## src/design/pffa_pkg.sv

```systemverilog
`default_nettype none
// ----------------------------------------------------------------------------
// pffa_pkg
// Shared types and constants of the page fault frame allocator: field widths,
// status and command codes, register indexes and the queued request format.
// ----------------------------------------------------------------------------
package pffa_pkg;

	localparam int PAGE_W       = 6;
	localparam int FRAME_W      = 4;
	localparam int REQ_W        = 22;
	localparam int STATUS_W     = 3;
	localparam int COUNT_W      = 32;
	localparam int PAGES_CFG_W  = 7;
	localparam int FRAMES_CFG_W = 5;
	localparam int CFG_IDX_W    = 1;
	localparam int CFG_DATA_W   = 7;

	localparam logic [PAGES_CFG_W-1:0]  PAGES_CFG_RST  = 7'd64;
	localparam logic [FRAMES_CFG_W-1:0] FRAMES_CFG_RST = 5'd16;

	localparam int Q_DEPTH = 2;
	localparam int Q_AW    = 1;

	typedef enum logic [STATUS_W-1:0] {
		ST_FREE     = 3'd0,
		ST_CLEAN    = 3'd1,
		ST_DIRTY    = 3'd2,
		ST_RESIDENT = 3'd3,
		ST_MARKED   = 3'd4,
		ST_BAD      = 3'd5
	} status_t;

	typedef enum logic {
		CMD_FAULT = 1'b0,
		CMD_MARK  = 1'b1
	} cmd_t;

	typedef enum logic [CFG_IDX_W-1:0] {
		CFG_PAGES  = 1'b0,
		CFG_FRAMES = 1'b1
	} cfg_idx_t;

	typedef enum logic [1:0] {
		BK_IDLE,
		BK_LOOK,
		BK_EVICT
	} back_state_t;

	typedef struct packed {
		cmd_t                cmd;
		logic [PAGE_W-1:0]   page;
		logic [REQ_W-1:0]    requester;
		logic [FRAME_W-1:0]  victim;
		logic                page_ok;
		logic                victim_ok;
		logic                frames_ok;
	} item_t;

endpackage
`default_nettype wire

```

## src/design/pffa_front.sv

```systemverilog
`default_nettype none
// ----------------------------------------------------------------------------
// pffa_front
// Request intake: range checks against the page and frame limits, then a
// short queue that hands classified requests to the back end.
// ----------------------------------------------------------------------------
module pffa_front #(
	parameter int MAX_PAGES  = 64,
	parameter int MAX_FRAMES = 16
) (
	input  wire logic                               clk,
	input  wire logic                               arst_n,
	input  wire logic                               in_valid,
	output logic                                    in_ready,
	input  wire logic                               command,
	input  wire logic [pffa_pkg::PAGE_W-1:0]        page,
	input  wire logic [pffa_pkg::REQ_W-1:0]         requester,
	input  wire logic [pffa_pkg::FRAME_W-1:0]       victim_frame,
	input  wire logic [pffa_pkg::PAGES_CFG_W-1:0]   pages_in_use,
	input  wire logic [pffa_pkg::FRAMES_CFG_W-1:0]  frames_in_use,
	output logic                                    q_valid,
	output pffa_pkg::item_t                         q_head,
	input  wire logic                               q_pop
);
	import pffa_pkg::*;

	item_t            q_mem_q [Q_DEPTH];
	logic [Q_AW-1:0]  wr_ptr_q;
	logic [Q_AW-1:0]  rd_ptr_q;
	logic [Q_AW:0]    cnt_q;
	item_t            classified;
	logic             push;

	always_comb begin
		classified.cmd       = cmd_t'(command);
		classified.page      = page;
		classified.requester = requester;
		classified.victim    = victim_frame;
		classified.page_ok   = ({1'b0, page} < pages_in_use) && (32'(page) < MAX_PAGES);
		classified.victim_ok = ({1'b0, victim_frame} < frames_in_use)
			&& (32'(victim_frame) < MAX_FRAMES);
		classified.frames_ok = frames_in_use != '0;
	end

	assign in_ready = cnt_q != (Q_AW+1)'(Q_DEPTH);
	assign push     = in_valid && in_ready;
	assign q_valid  = cnt_q != '0;
	assign q_head   = q_mem_q[rd_ptr_q];

	always_ff @(posedge clk) begin
		if (push) begin
			q_mem_q[wr_ptr_q] <= classified;
		end
	end

	always_ff @(posedge clk or negedge arst_n) begin
		if (!arst_n) begin
			wr_ptr_q <= '0;
			rd_ptr_q <= '0;
			cnt_q    <= '0;
		end else begin
			if (push) begin
				wr_ptr_q <= wr_ptr_q + Q_AW'(1);
			end
			if (q_pop) begin
				rd_ptr_q <= rd_ptr_q + Q_AW'(1);
			end
			case ({push, q_pop})
				2'b10:   cnt_q <= cnt_q + (Q_AW+1)'(1);
				2'b01:   cnt_q <= cnt_q - (Q_AW+1)'(1);
				default: cnt_q <= cnt_q;
			endcase
		end
	end

endmodule
`default_nettype wire

```

## src/design/pffa_back.sv

```systemverilog
`default_nettype none
// ----------------------------------------------------------------------------
// pffa_back
// Fault handling sequencer: looks up the page and frame tables, places or
// evicts pages, keeps the disk access count and drives the result register.
// ----------------------------------------------------------------------------
module pffa_back #(
	parameter int MAX_PAGES  = 64,
	parameter int MAX_FRAMES = 16
) (
	input  wire logic                               clk,
	input  wire logic                               arst_n,
	input  wire logic                               q_valid,
	input  wire pffa_pkg::item_t                    q_head,
	output logic                                    q_pop,
	input  wire logic [pffa_pkg::FRAMES_CFG_W-1:0]  frames_in_use,
	output logic                                    out_valid,
	input  wire logic                               out_ready,
	output logic [pffa_pkg::STATUS_W-1:0]           status,
	output logic [pffa_pkg::FRAME_W-1:0]            frame,
	output logic [pffa_pkg::PAGE_W-1:0]             evicted_page,
	output logic [pffa_pkg::REQ_W-1:0]              resume_target,
	output logic [pffa_pkg::COUNT_W-1:0]            disk_accesses
);
	import pffa_pkg::*;

	localparam int PW = $clog2(MAX_PAGES);
	localparam int FW = (MAX_FRAMES > 1) ? $clog2(MAX_FRAMES) : 1;
	localparam int KW = $clog2(MAX_FRAMES + 1);

	back_state_t           state_q;
	back_state_t           state_d;
	item_t                 cur_q;
	logic [FW-1:0]         ptf_rd_q;
	logic [PW-1:0]         ftp_rd_q;
	logic                  mod_rd_q;

	logic [FW-1:0]         ptf_mem [MAX_PAGES];
	logic [PW-1:0]         ftp_mem [MAX_FRAMES];
	logic                  mod_mem [MAX_PAGES];

	logic [MAX_PAGES-1:0]  resident_q;
	logic [MAX_PAGES-1:0]  resident_d;
	logic [KW-1:0]         fill_q;
	logic [COUNT_W-1:0]    count_q;

	logic                  out_valid_q;
	status_t               status_q;
	logic [FRAME_W-1:0]    frame_q;
	logic [PAGE_W-1:0]     evicted_q;
	logic [REQ_W-1:0]      resume_q;
	logic [COUNT_W-1:0]    disk_q;

	logic                  out_free;
	logic                  done;
	logic                  free_avail;
	logic                  fault_ok;
	logic [PW-1:0]         pidx;
	logic [FW-1:0]         target_free;
	logic [FW-1:0]         target_vic;
	logic [FW-1:0]         map_target;
	logic                  map_we;
	logic                  mod_we;
	logic                  mod_wd;
	logic                  mod_rd_en;
	logic                  res_clr;
	logic                  fill_inc;
	logic [1:0]            inc;
	logic [COUNT_W:0]      sum;
	logic [COUNT_W-1:0]    count_d;
	status_t               res_status;
	logic [FRAME_W-1:0]    res_frame;
	logic [PAGE_W-1:0]     res_evicted;

	assign pidx        = PW'(cur_q.page);
	assign target_free = FW'(fill_q);
	assign target_vic  = FW'(cur_q.victim);
	assign free_avail  = (32'(fill_q) < 32'(frames_in_use)) && (32'(fill_q) < MAX_FRAMES);
	assign fault_ok    = cur_q.page_ok && (cur_q.cmd == CMD_FAULT) && cur_q.frames_ok;
	assign out_free    = !out_valid_q || out_ready;

	always_comb begin
		state_d     = state_q;
		q_pop       = 1'b0;
		done        = 1'b0;
		mod_rd_en   = 1'b0;
		mod_we      = 1'b0;
		mod_wd      = 1'b0;
		map_we      = 1'b0;
		map_target  = target_free;
		res_clr     = 1'b0;
		fill_inc    = 1'b0;
		inc         = 2'd0;
		res_status  = ST_BAD;
		res_frame   = '0;
		res_evicted = '0;
		case (state_q)
			BK_IDLE: begin
				if (q_valid) begin
					q_pop   = 1'b1;
					state_d = BK_LOOK;
				end
			end
			BK_LOOK: begin
				if (cur_q.page_ok && resident_q[pidx]) begin
					res_frame = FRAME_W'(ptf_rd_q);
					if (cur_q.cmd == CMD_MARK) begin
						res_status = ST_MARKED;
						mod_we     = out_free;
						mod_wd     = 1'b1;
					end else begin
						res_status = ST_RESIDENT;
					end
					done = out_free;
				end else if (fault_ok && free_avail) begin
					res_status = ST_FREE;
					res_frame  = FRAME_W'(target_free);
					map_we     = out_free;
					mod_we     = out_free;
					fill_inc   = out_free;
					inc        = 2'd1;
					done       = out_free;
				end else if (fault_ok && cur_q.victim_ok) begin
					mod_rd_en = 1'b1;
					state_d   = BK_EVICT;
				end else begin
					done = out_free;
				end
				if (done) begin
					state_d = BK_IDLE;
				end
			end
			BK_EVICT: begin
				res_evicted = PAGE_W'(ftp_rd_q);
				res_frame   = FRAME_W'(target_vic);
				res_status  = mod_rd_q ? ST_DIRTY : ST_CLEAN;
				inc         = mod_rd_q ? 2'd2 : 2'd1;
				map_target  = target_vic;
				map_we      = out_free;
				mod_we      = out_free;
				res_clr     = out_free;
				done        = out_free;
				if (done) begin
					state_d = BK_IDLE;
				end
			end
			default: begin
				state_d = BK_IDLE;
			end
		endcase
	end

	// saturating disk access count
	always_comb begin
		sum     = {1'b0, count_q} + (COUNT_W+1)'(inc);
		count_d = sum[COUNT_W] ? '1 : sum[COUNT_W-1:0];
	end

	// evicted page leaves, placed page arrives
	always_comb begin
		resident_d = resident_q;
		if (res_clr) begin
			resident_d[ftp_rd_q] = 1'b0;
		end
		if (map_we) begin
			resident_d[pidx] = 1'b1;
		end
	end

	always_ff @(posedge clk or negedge arst_n) begin
		if (!arst_n) begin
			state_q <= BK_IDLE;
		end else begin
			state_q <= state_d;
		end
	end

	always_ff @(posedge clk) begin
		if (q_pop) begin
			cur_q    <= q_head;
			ptf_rd_q <= ptf_mem[PW'(q_head.page)];
			ftp_rd_q <= ftp_mem[FW'(q_head.victim)];
		end
		if (mod_rd_en) begin
			mod_rd_q <= mod_mem[ftp_rd_q];
		end
		if (mod_we) begin
			mod_mem[pidx] <= mod_wd;
		end
		if (map_we) begin
			ptf_mem[pidx]       <= map_target;
			ftp_mem[map_target] <= pidx;
		end
	end

	always_ff @(posedge clk or negedge arst_n) begin
		if (!arst_n) begin
			resident_q <= '0;
			fill_q     <= '0;
			count_q    <= '0;
		end else begin
			resident_q <= resident_d;
			if (fill_inc) begin
				fill_q <= fill_q + KW'(1);
			end
			if (done) begin
				count_q <= count_d;
			end
		end
	end

	always_ff @(posedge clk or negedge arst_n) begin
		if (!arst_n) begin
			out_valid_q <= 1'b0;
		end else if (done) begin
			out_valid_q <= 1'b1;
		end else if (out_ready) begin
			out_valid_q <= 1'b0;
		end
	end

	always_ff @(posedge clk) begin
		if (done) begin
			status_q  <= res_status;
			frame_q   <= res_frame;
			evicted_q <= res_evicted;
			resume_q  <= cur_q.requester;
			disk_q    <= count_d;
		end
	end

	assign out_valid     = out_valid_q;
	assign status        = status_q;
	assign frame         = frame_q;
	assign evicted_page  = evicted_q;
	assign resume_target = resume_q;
	assign disk_accesses = disk_q;

endmodule
`default_nettype wire

```

## src/design/page_fault_frame_allocator_top.sv

```systemverilog
`default_nettype none
// ----------------------------------------------------------------------------
// page_fault_frame_allocator_top
// Page fault handler over a page table and a frame table with externally
// chosen victims, plus the two configuration registers.
// ----------------------------------------------------------------------------
// A taken request passes the queue, the lookup state and, on an eviction, the evict
//   state before the result register is loaded; the back end sequencer handles one
//   request at a time around its registered table reads
// reset: queue, sequencer, residency bits, fill count and disk count cleared,
//   configuration back to 64 pages and 16 frames; no clearing pass
module page_fault_frame_allocator_top #(
	parameter int MAX_PAGES  = 64,
	parameter int MAX_FRAMES = 16
) (
	input  wire logic                             clk,
	input  wire logic                             arst_n,
	input  wire logic                             in_valid,
	output logic                                  in_ready,
	input  wire logic                             command,
	input  wire logic [pffa_pkg::PAGE_W-1:0]      page,
	input  wire logic [pffa_pkg::REQ_W-1:0]       requester,
	input  wire logic [pffa_pkg::FRAME_W-1:0]     victim_frame,
	input  wire logic                             cfg_valid,
	output logic                                  cfg_ready,
	input  wire logic [pffa_pkg::CFG_IDX_W-1:0]   cfg_index,
	input  wire logic [pffa_pkg::CFG_DATA_W-1:0]  cfg_data,
	output logic                                  out_valid,
	input  wire logic                             out_ready,
	output logic [pffa_pkg::STATUS_W-1:0]         status,
	output logic [pffa_pkg::FRAME_W-1:0]          frame,
	output logic [pffa_pkg::PAGE_W-1:0]           evicted_page,
	output logic [pffa_pkg::REQ_W-1:0]            resume_target,
	output logic [pffa_pkg::COUNT_W-1:0]          disk_accesses
);
	import pffa_pkg::*;

	logic [PAGES_CFG_W-1:0]   pages_in_use_q;
	logic [FRAMES_CFG_W-1:0]  frames_in_use_q;
	logic                     q_valid;
	logic                     q_pop;
	item_t                    q_head;

	assign cfg_ready = 1'b1;

	always_ff @(posedge clk or negedge arst_n) begin
		if (!arst_n) begin
			pages_in_use_q  <= PAGES_CFG_RST;
			frames_in_use_q <= FRAMES_CFG_RST;
		end else if (cfg_valid && cfg_ready) begin
			case (cfg_idx_t'(cfg_index))
				CFG_PAGES:  pages_in_use_q  <= cfg_data[PAGES_CFG_W-1:0];
				CFG_FRAMES: frames_in_use_q <= cfg_data[FRAMES_CFG_W-1:0];
				default: begin
				end
			endcase
		end
	end

	pffa_front #(
		.MAX_PAGES  (MAX_PAGES),
		.MAX_FRAMES (MAX_FRAMES)
	) u_front (
		.clk           (clk),
		.arst_n        (arst_n),
		.in_valid      (in_valid),
		.in_ready      (in_ready),
		.command       (command),
		.page          (page),
		.requester     (requester),
		.victim_frame  (victim_frame),
		.pages_in_use  (pages_in_use_q),
		.frames_in_use (frames_in_use_q),
		.q_valid       (q_valid),
		.q_head        (q_head),
		.q_pop         (q_pop)
	);

	pffa_back #(
		.MAX_PAGES  (MAX_PAGES),
		.MAX_FRAMES (MAX_FRAMES)
	) u_back (
		.clk           (clk),
		.arst_n        (arst_n),
		.q_valid       (q_valid),
		.q_head        (q_head),
		.q_pop         (q_pop),
		.frames_in_use (frames_in_use_q),
		.out_valid     (out_valid),
		.out_ready     (out_ready),
		.status        (status),
		.frame         (frame),
		.evicted_page  (evicted_page),
		.resume_target (resume_target),
		.disk_accesses (disk_accesses)
	);

	// disk count never goes backwards from one result to the next
	a_count_monotonic: assert property (@(posedge clk) disable iff (!arst_n)
		out_valid && out_ready |=> !out_valid || (disk_accesses >= $past(disk_accesses)))
		else $error("disk access count decreased");

	// a rejected request carries no frame
	a_bad_no_frame: assert property (@(posedge clk) disable iff (!arst_n)
		out_valid && (status == ST_BAD) |-> frame == '0)
		else $error("bad status with nonzero frame");

	// evicted page only reported on an eviction
	a_evicted_only_on_evict: assert property (@(posedge clk) disable iff (!arst_n)
		out_valid && (status != ST_CLEAN) && (status != ST_DIRTY) |-> evicted_page == '0)
		else $error("evicted page without eviction");

	// queue pops only when the front end holds a request
	a_pop_needs_request: assert property (@(posedge clk) disable iff (!arst_n)
		q_pop |-> q_valid)
		else $error("queue popped while empty");

endmodule
`default_nettype wire

```

## config.mk

```make
export PLATFORM = sky130hd
export DESIGN_NAME = page_fault_frame_allocator_top
export DESIGN_NICKNAME = d
export VERILOG_FILES = /design/src/design/pffa_pkg.sv /design/src/design/pffa_front.sv /design/src/design/pffa_back.sv /design/src/design/page_fault_frame_allocator_top.sv
export SDC_FILE = /design/constraint.sdc
export NUM_CORES = 1
export LEC_CHECK = 0
export BUFFER_PORTS_ARGS = -buffer_cell sky130_fd_sc_hd__buf_2
export CORE_ASPECT_RATIO = 0.5
export CORE_MARGIN = 2
export CORE_UTILIZATION = 60
export CTS_BUF_LIST = sky130_fd_sc_hd__clkbuf_4 sky130_fd_sc_hd__clkbuf_8
export DETAILED_ROUTE_END_ITERATION = 16
export PLACE_DENSITY = 0.78
export SYNTH_ARGS = -nofsm -noshare
export SYNTH_HDL_FRONTEND = slang
export SYNTH_HIERARCHICAL = 1
export SYNTH_SLANG_ARGS = --single-unit
```

## constraint.sdc

```tcl
create_clock -name clk -period 14.6 [get_ports clk]
set_input_delay 2.19 -clock clk [delete_from_list [all_inputs] [get_ports clk]]
set_output_delay 2.19 -clock clk [all_outputs]
set_load 0.05 [all_outputs]
```

# Word-level counts from Yosys, hierarchy flattened
# Memory sizes are Yosys's and may differ from the RTL's. A register that Yosys moved wholly into a read port is not among the register bits.
# Index checks and enable logic that the tools add are counted.
[op_classes]
add_sub_neg = 6
magnitude_cmp = 8
eq_ne = 10
n_mux = 60
bitwise_logic = 5
reduce_logical = 19
[op_table]
columns = ["op", "n"]
rows = [
  ["64-bit 2-to-1 mux", 2],
  ["64-bit bitwise AND", 1],
  ["64-bit inverter", 1],
  ["64-bit OR", 1],
  ["32-bit by 2-bit adder with 33-bit output", 1],
  ["32-bit 2-to-1 mux", 1],
  ["1-bit 2-to-1 mux", 31],
  ["2-bit 2-to-1 mux", 9],
  ["6-bit by 7-bit less-than comparator with 1-bit output, second input constant", 2],
  ["1-bit demux with 6-bit select", 2],
  ["6-bit by 1-bit greater-or-equal comparator with 1-bit output, second input constant", 2],
  ["4-bit 2-to-1 mux", 3],
  ["1-bit logical AND", 9],
  ["3-bit 2-to-1 mux", 3],
  ["2-bit one-hot mux with 2 select lines", 2],
  ["4-bit one-hot mux with 2 select lines", 1],
  ["6-bit by 7-bit less-than comparator with 1-bit output", 1],
  ["1-bit binary-select mux with 6-bit select", 1],
  ["3-bit != test, second input constant", 2],
  ["1-bit one-hot mux with 2 select lines", 3],
  ["2-bit one-hot mux with 3 select lines", 1],
  ["3-bit one-hot mux with 2 select lines", 1],
  ["2-bit nonzero test", 3],
  ["5-bit by 1-bit adder with 5-bit output, second input constant", 1],
  ["other kinds (18)", 24],
]
[totals]
ff_bits = 223
ram_bits = 488
in_bits = 46
out_inout_bits = 70
wordCells = 134
mem_count = 4
[memory_table]
columns = ["memory", "words", "width", "rd", "rd_ports_with_merged_regs", "write_ports", "line_no", "rtl"]
rows = [
  ["u_back.ptf_mem", 64, 4, 1, 1, 1, "pffa_back.sv:38", "logic [FW-1:0] ptf_mem [MAX_PAGES];"],
  ["u_back.ftp_mem", 16, 6, 1, 1, 1, "pffa_back.sv:39", "logic [PW-1:0] ftp_mem [MAX_FRAMES];"],
  ["u_front.q_mem_q", 2, 36, 1, 0, 1, "pffa_front.sv:27", "item_t q_mem_q [Q_DEPTH];"],
  ["u_back.mod_mem", 64, 1, 1, 1, 1, "pffa_back.sv:40", "logic mod_mem [MAX_PAGES];"],
]

# Longest topological paths before layout
[logic_depth]
word_depth = 10
mapped_depth = 26
mapped_depth_nobuf = 19

# Modules after synthesis
# Netlist, hierarchy kept.
[modules_own_cells]
columns = ["mod", "n_inst", "cells_each", "area_per_inst_um2"]
rows = [
  ["pffa_back", 1, 1682, 26141.3],
  ["pffa_front", 1, 161, 3155.5],
  ["page_fault_frame_allocator_top", 1, 29, 506.7],
]

# Worst setup path after synthesis
# OpenSTA, ideal clock, no wires.
[synth_timing]
path_type = "input port to flip-flop"
start = "input port out_ready"
end = "register u_back.count_q[27]"
t_arrival_ps = 5367
slack_ps = 8966
stages = 6
path_cell_list = "nand2b_1 > and3_1 > nor4b_1 > a21oi_1 > clkbuf_1 > a41oi_1"
[synth_between]
elab_chain_cells = 6
[synth_rtl]
columns = ["element", "line_no", "rtl"]
rows = [
  ["start, declared", "page_fault_frame_allocator_top.sv:29", "input wire logic out_ready,"],
  ["1-bit logical OR *", "pffa_back.sv:80", "assign out_free = !out_valid_q || out_ready;"],
  ["1-bit 2-to-1 mux", "pffa_back.sv:123", "end else if (fault_ok && cur_q.victim_ok) begin"],
  ["1-bit 2-to-1 mux", "pffa_back.sv:115", "end else if (fault_ok && free_avail) begin"],
  ["1-bit 2-to-1 mux", "pffa_back.sv:105", "if (cur_q.page_ok && resident_q[pidx]) begin"],
  ["1-bit 2-to-1 mux", "pffa_back.sv:97", "case (state_q)"],
  ["1-bit one-hot mux with 2 select lines *", "pffa_back.sv:97", ""],
  ["named net u_back.done", "pffa_back.sv:55", "logic done;"],
  ["end signal, assigned", "pffa_back.sv:207", "count_q <= count_d;"],
  ["end, declared", "pffa_back.sv:45", "logic [COUNT_W-1:0] count_q;"],
]
# The timed path passes the listed nets; every way through them passes the cells marked *. The select of a mux whose other input is x is not followed.
# A chain may end at the register's enable or synchronous reset.

# Worst setup path after layout
[layout_timing]
start = "register u_back.cur_q, in the netlist u_back/pidx[1]"
end = "register u_back.count_q[12]"
[layout_between]
elab_chain_cells = 7
[layout_rtl]
columns = ["element", "line_no", "rtl"]
rows = [
  ["start, declared", "pffa_back.sv:33", "item_t cur_q;"],
  ["start signal, assigned", "pffa_back.sv:180", "cur_q <= q_head;"],
  ["1-bit binary-select mux with 6-bit select *", "pffa_back.sv:105", ""],
  ["1-bit 2-to-1 mux (not written as such) *", "pffa_back.sv:105", ""],
  ["1-bit logical AND *", "pffa_back.sv:105", ""],
  ["2-bit 2-to-1 mux", "pffa_back.sv:105", ""],
  ["2-bit one-hot mux with 2 select lines", "pffa_back.sv:97", ""],
  ["32-bit by 2-bit adder with 33-bit output", "pffa_back.sv:155", "sum = {1'b0, count_q} + (COUNT_W+1)'(inc);"],
  ["32-bit 2-to-1 mux", "pffa_back.sv:156", "count_d = sum[COUNT_W] ? '1 : sum[COUNT_W-1:0];"],
]
# Every way passes the cells marked *; elsewhere a longest branch is shown, timed or not. The select of a mux whose other input is x is not followed.

==> key figures <==
STA
  • Setup violations, final: 0
  • Pins over their slew limit: 0
  • Final cycle utilization of the critical path: 44.6%
  • Fmax: between 150 and 200 MHz
  • Final hold violations: 0
  • Worst relative slew slack: 21.8%
  • Max Clock Skew: about 42 ps
  • Fin crit period: around 6500 ps
  • Worst Tran Pin Value: approximately 1200 ps
  • RSZ-0062 raised after global routing: false
  • Setup TNS: 0 ps

Logic synthesis
  • Synthesis-stage register bit count: 722
  • Synth Area in XOR/XNOR: 0.911%
  • Avg Inst Size Synth: 15.9 µm²
  • Synth area leaders: edfxtp_1 61%, dfrtp_1 9.9%, mux4_2 9.0%, nor2_1 1.9%, mux2_4 1.8%
  • Synth Area in Adders: 0.865%
  • Cell area after synthesis: 29,800 µm²
  • Largest family of logic cells by synthesized area: multiplexers
  • Sequential fraction of the synthesis area: around 71%
  • Synth Area in Compound Gates: 5.59%
  • Post-synthesis cell count: around 1,900
  • Post-synth EDFFs: roughly 600
  • FFs w/ async S/R, synth: 16.6%
  • Top_reg_cell synth: edfxtp_1
  • Yosys warning count: 6
  • Cell taking the most area after synthesis: edfxtp_1
  • Multiplexer area fraction after synthesis: between 10% and 20%
  • Post-synthesis cell type count: 70
  • Yosys top cell area share: 60.7%
  • Synth Area in Simple Gates: 7.51%
  • Net Count, Synth: 1,938

Global route
  • Gr usage total: 25.9%
  • First-pass GRT wire length: 101,000 µm
  • Vias in the first global route: 17,100
  • Initial antenna violation count: 0
  • Pin count of the biggest net entering global routing: 83
  • GR Overflow Total: 0

Floorplan
  • Row Count: between 50 and 60
  • Initial Util: 61.1%
  • Chip Height: 162 µm
  • Core ar.: 48,800 µm²
  • Boundary Pins: 116
  • Die area: about 52,000 µm²
  • Die span in x: 319 µm

Clocking
  • Post_cts resized: 0
  • CTS buffer count: 96
  • CTS HTree Levels: 3
  • Clock root buffer master: clkbuf_8
  • Total clock sinks: a little over 700
  • Clock transition at path regs: 70 ps
  • CTS Buffer Depth: 3
  • CTS tree: built
  • # Post-CTS Setup Buffers: 0
  • Latest clock arrival within the worst-skew pair: about 690 ps
  • Cts hold-fix bufs: 0

Worst setup path
  • Crit Path Max Fanout: 39
  • Worst path top cell family by delay: simple AND/OR/NAND/NOR gates
  • Worst EP required: 15,180 ps
  • Critical-path top delay cell: edfxtp_1
  • CP peak stage delay: 510 ps
  • Crit path cell chain: buf_4 -> mux2_1 -> a221o_1 -> a221o_1 -> a21oi_1 -> nand3b_1 -> nor2_1 -> nand2_1 -> a21boi_0 -> ha_1 -> inv_1 -> fa_1 -> nand2b_1 -> nor4_1 -> and3_1 -> and3_1 -> nand2_1 -> and2_1 -> a31oi_1
  • CP bufs+invs: 2
  • Worst Setup Path Type: reg2reg
  • Crit path arrival time: 7080 ps
  • Worst setup SP type: flop
  • CP endpoint kind: flop

Drt
  • Via density: 6.31
  • WL per Instance: roughly 24 µm
  • DR iter-0 viols: roughly 2,400
  • DRT antenna net count: 0
  • DR vias: 17,200
  • Final WL: 65,900 µm
  • DR pass1 iterations: 9
  • DRC violations left: 0

Layout
  • Area Overhead vs Synth: 10.3%
  • Layout cells sized above 1: a little under a quarter
  • Final Instance Count excl. Fillers: 2,731
  • Post-layout nets: around 2,100
  • # diodes: 0

Placement
  • Gpl congestion: 0.972
  • IO buf count: 114
  • Inst Count DP: around 2,600
  • Hpwl dp: 42,200 µm

Job
  • Max Cap Viol: 0

Min path
  • Worst hold path type: reg2reg

Power
  • Worst VDD drop: approximately 110 µV
  • Leakage: 11.6 nW
  • Pwr Density: between 150 and 200 nW/µm²

Run status
  • Run status: completed
## sequential cells by signal, summed over array words and instances (netlist names), 2 cells and up
signal / flops
u_back/ptf_mem: 256
u_back/ftp_mem: 96
u_front/q_mem_q: 72
u_back/mod_mem: 64
u_back/resident_q: 64
u_back/count_q: 32
u_back/disk_accesses: 32
u_back/cur_q: 26
u_back/resume_target: 22
pages_in_use_q: 7
u_back/evicted_page: 6
u_back/ftp_rd_q: 6
u_back/pidx: 6
frames_in_use_q: 5
u_back/fill_q: 5
u_back/frame: 4
u_back/ptf_rd_q: 4
u_back/target_vic: 4
u_back/status: 3
u_back/state_q: 2
u_front/cnt_q: 2
## routing by layer
layer,vias up,global-route usage (%),share of wire (%)
met3,124,6.85,9.3
met5,-,0,0
met2,890,41.0,48
li1,7472,-,-
met1,8753,36.1,41
met4,0,7.23,2.1
## through the flow
step           setup slack [ps]  hold WS (ps)  area (µm²)  utilization [%]  total power [mW]
2_1_floorplan              8970           400       29800                -              4.19
3_3_place_gp               8610           400       30900             63.3              4.69
3_5_place_dp               8300           405       30900             63.3              4.74
4_1_cts                    8260           408       32900             67.4              6.27
5_1_grt                    7780           415       32900             67.4              6.50
6_report                   8090           415       32900             67.4              6.26
## cells in the final DEF, fill, tap and decap left out, types with 7 or more instances in the layout
cell,instances
nor2b_1,12
a21oi_1,41
edfxtp_1,602
nand4_1,16
clkbuf_8,112
mux4_2,119
buf_4,22
nand3b_1,7
buf_2,113
dfrtp_1,117
o21ai_1,43
o21ai_0,96
nand2b_1,9
clkinv_2,17
clkbuf_4,24
nand3_1,31
mux2_2,21
nor3_1,44
mux2i_1,17
and2_1,16
a31oi_1,35
xor2_1,12
clkinv_1,24
or2_2,7
nor2_1,151
and3_1,13
xnor2_1,19
inv_1,36
mux2_4,36
nand2_1,141
a22oi_1,22
ha_1,19
## final timing paths
check	from	endpoint	slack, ps	cells after the start
max in group asynchronous	arst_n	u_front/rd_ptr_q$_DFFE_PN0P_	11580	2
min in group asynchronous	arst_n	u_front/wr_ptr_q$_DFFE_PN0P_	1490	1
worst max register to register	u_back/pidx[1]$_DFFE_PP_	u_back/count_q[12]$_DFFE_PN0P_	8090	19
worst min register to register	u_back/cur_q[27]$_DFFE_PP_	u_back/resume_target[20]$_DFFE_PP_	420	0
worst max-delay path	u_back/pidx[1]$_DFFE_PP_	u_back/count_q[12]$_DFFE_PN0P_	8090	19
worst min-delay path	u_back/cur_q[27]$_DFFE_PP_	u_back/resume_target[20]$_DFFE_PP_	420	0
## layout make-up
class	instances	area [µm²]
Sequential cell	722	21100
Fill cell	3192	15900
Multi-Input combinational cell	1004	8110
Clock buffer	136	1720
Tap cell	649	812
Timing Repair Buffer	135	731
Clock inverter	44	262
Inverter	41	154
## synth_stat cells, types with 22 or more instances
master,count
edfxtp_1,602
nor2_1,152
nand2_1,142
mux4_2,119
dfrtp_1,118
o21ai_0,96
clkbuf_1,60
nor3_1,44
o21ai_1,43
a21oi_1,42
inv_1,40
mux2_4,36
a31oi_1,35
nand3_1,31
a22oi_1,22
## where the power goes
part	switching (mW)	internal [mW]	leakage, nW
combinational	1.25	0.592	3.33
clock	0.745	0.788	1.06
sequential	0.174	2.71	7.17
total	2.17	4.09	11.6
## logic make-up (layout without fill, tap and decap cells)
| group | count (synthesis) | in the layout |
|---|---|---|
| XOR/XNOR | 31 | 31 |
| buffers and inverters | 146 | 356 |
| other | 1 | 1 |
| multiplexers | 194 | 194 |
| AO/OA/AOI/OAI | 278 | 278 |
| AND/OR/NAND/NOR | 480 | 480 |
| adder cells (fa/ha/maj) | 20 | 20 |
| flip-flops | 722 | 722 |
## worst reg2reg max path, cell delays in order, from the launching register on
cell and delay, ps:
edfxtp_1 510, buf_4 480, mux2_1 400, a221o_1 350
a221o_1 290, a21oi_1 240, nand3b_1 510, nor2_1 330
nand2_1 80, a21boi_0 380, ha_1 250, inv_1 50
fa_1 400, nand2b_1 160, nor4_1 440, and3_1 350
and3_1 350, nand2_1 100, and2_1 420, a31oi_1 310
(Power assumes the default switching activity.)
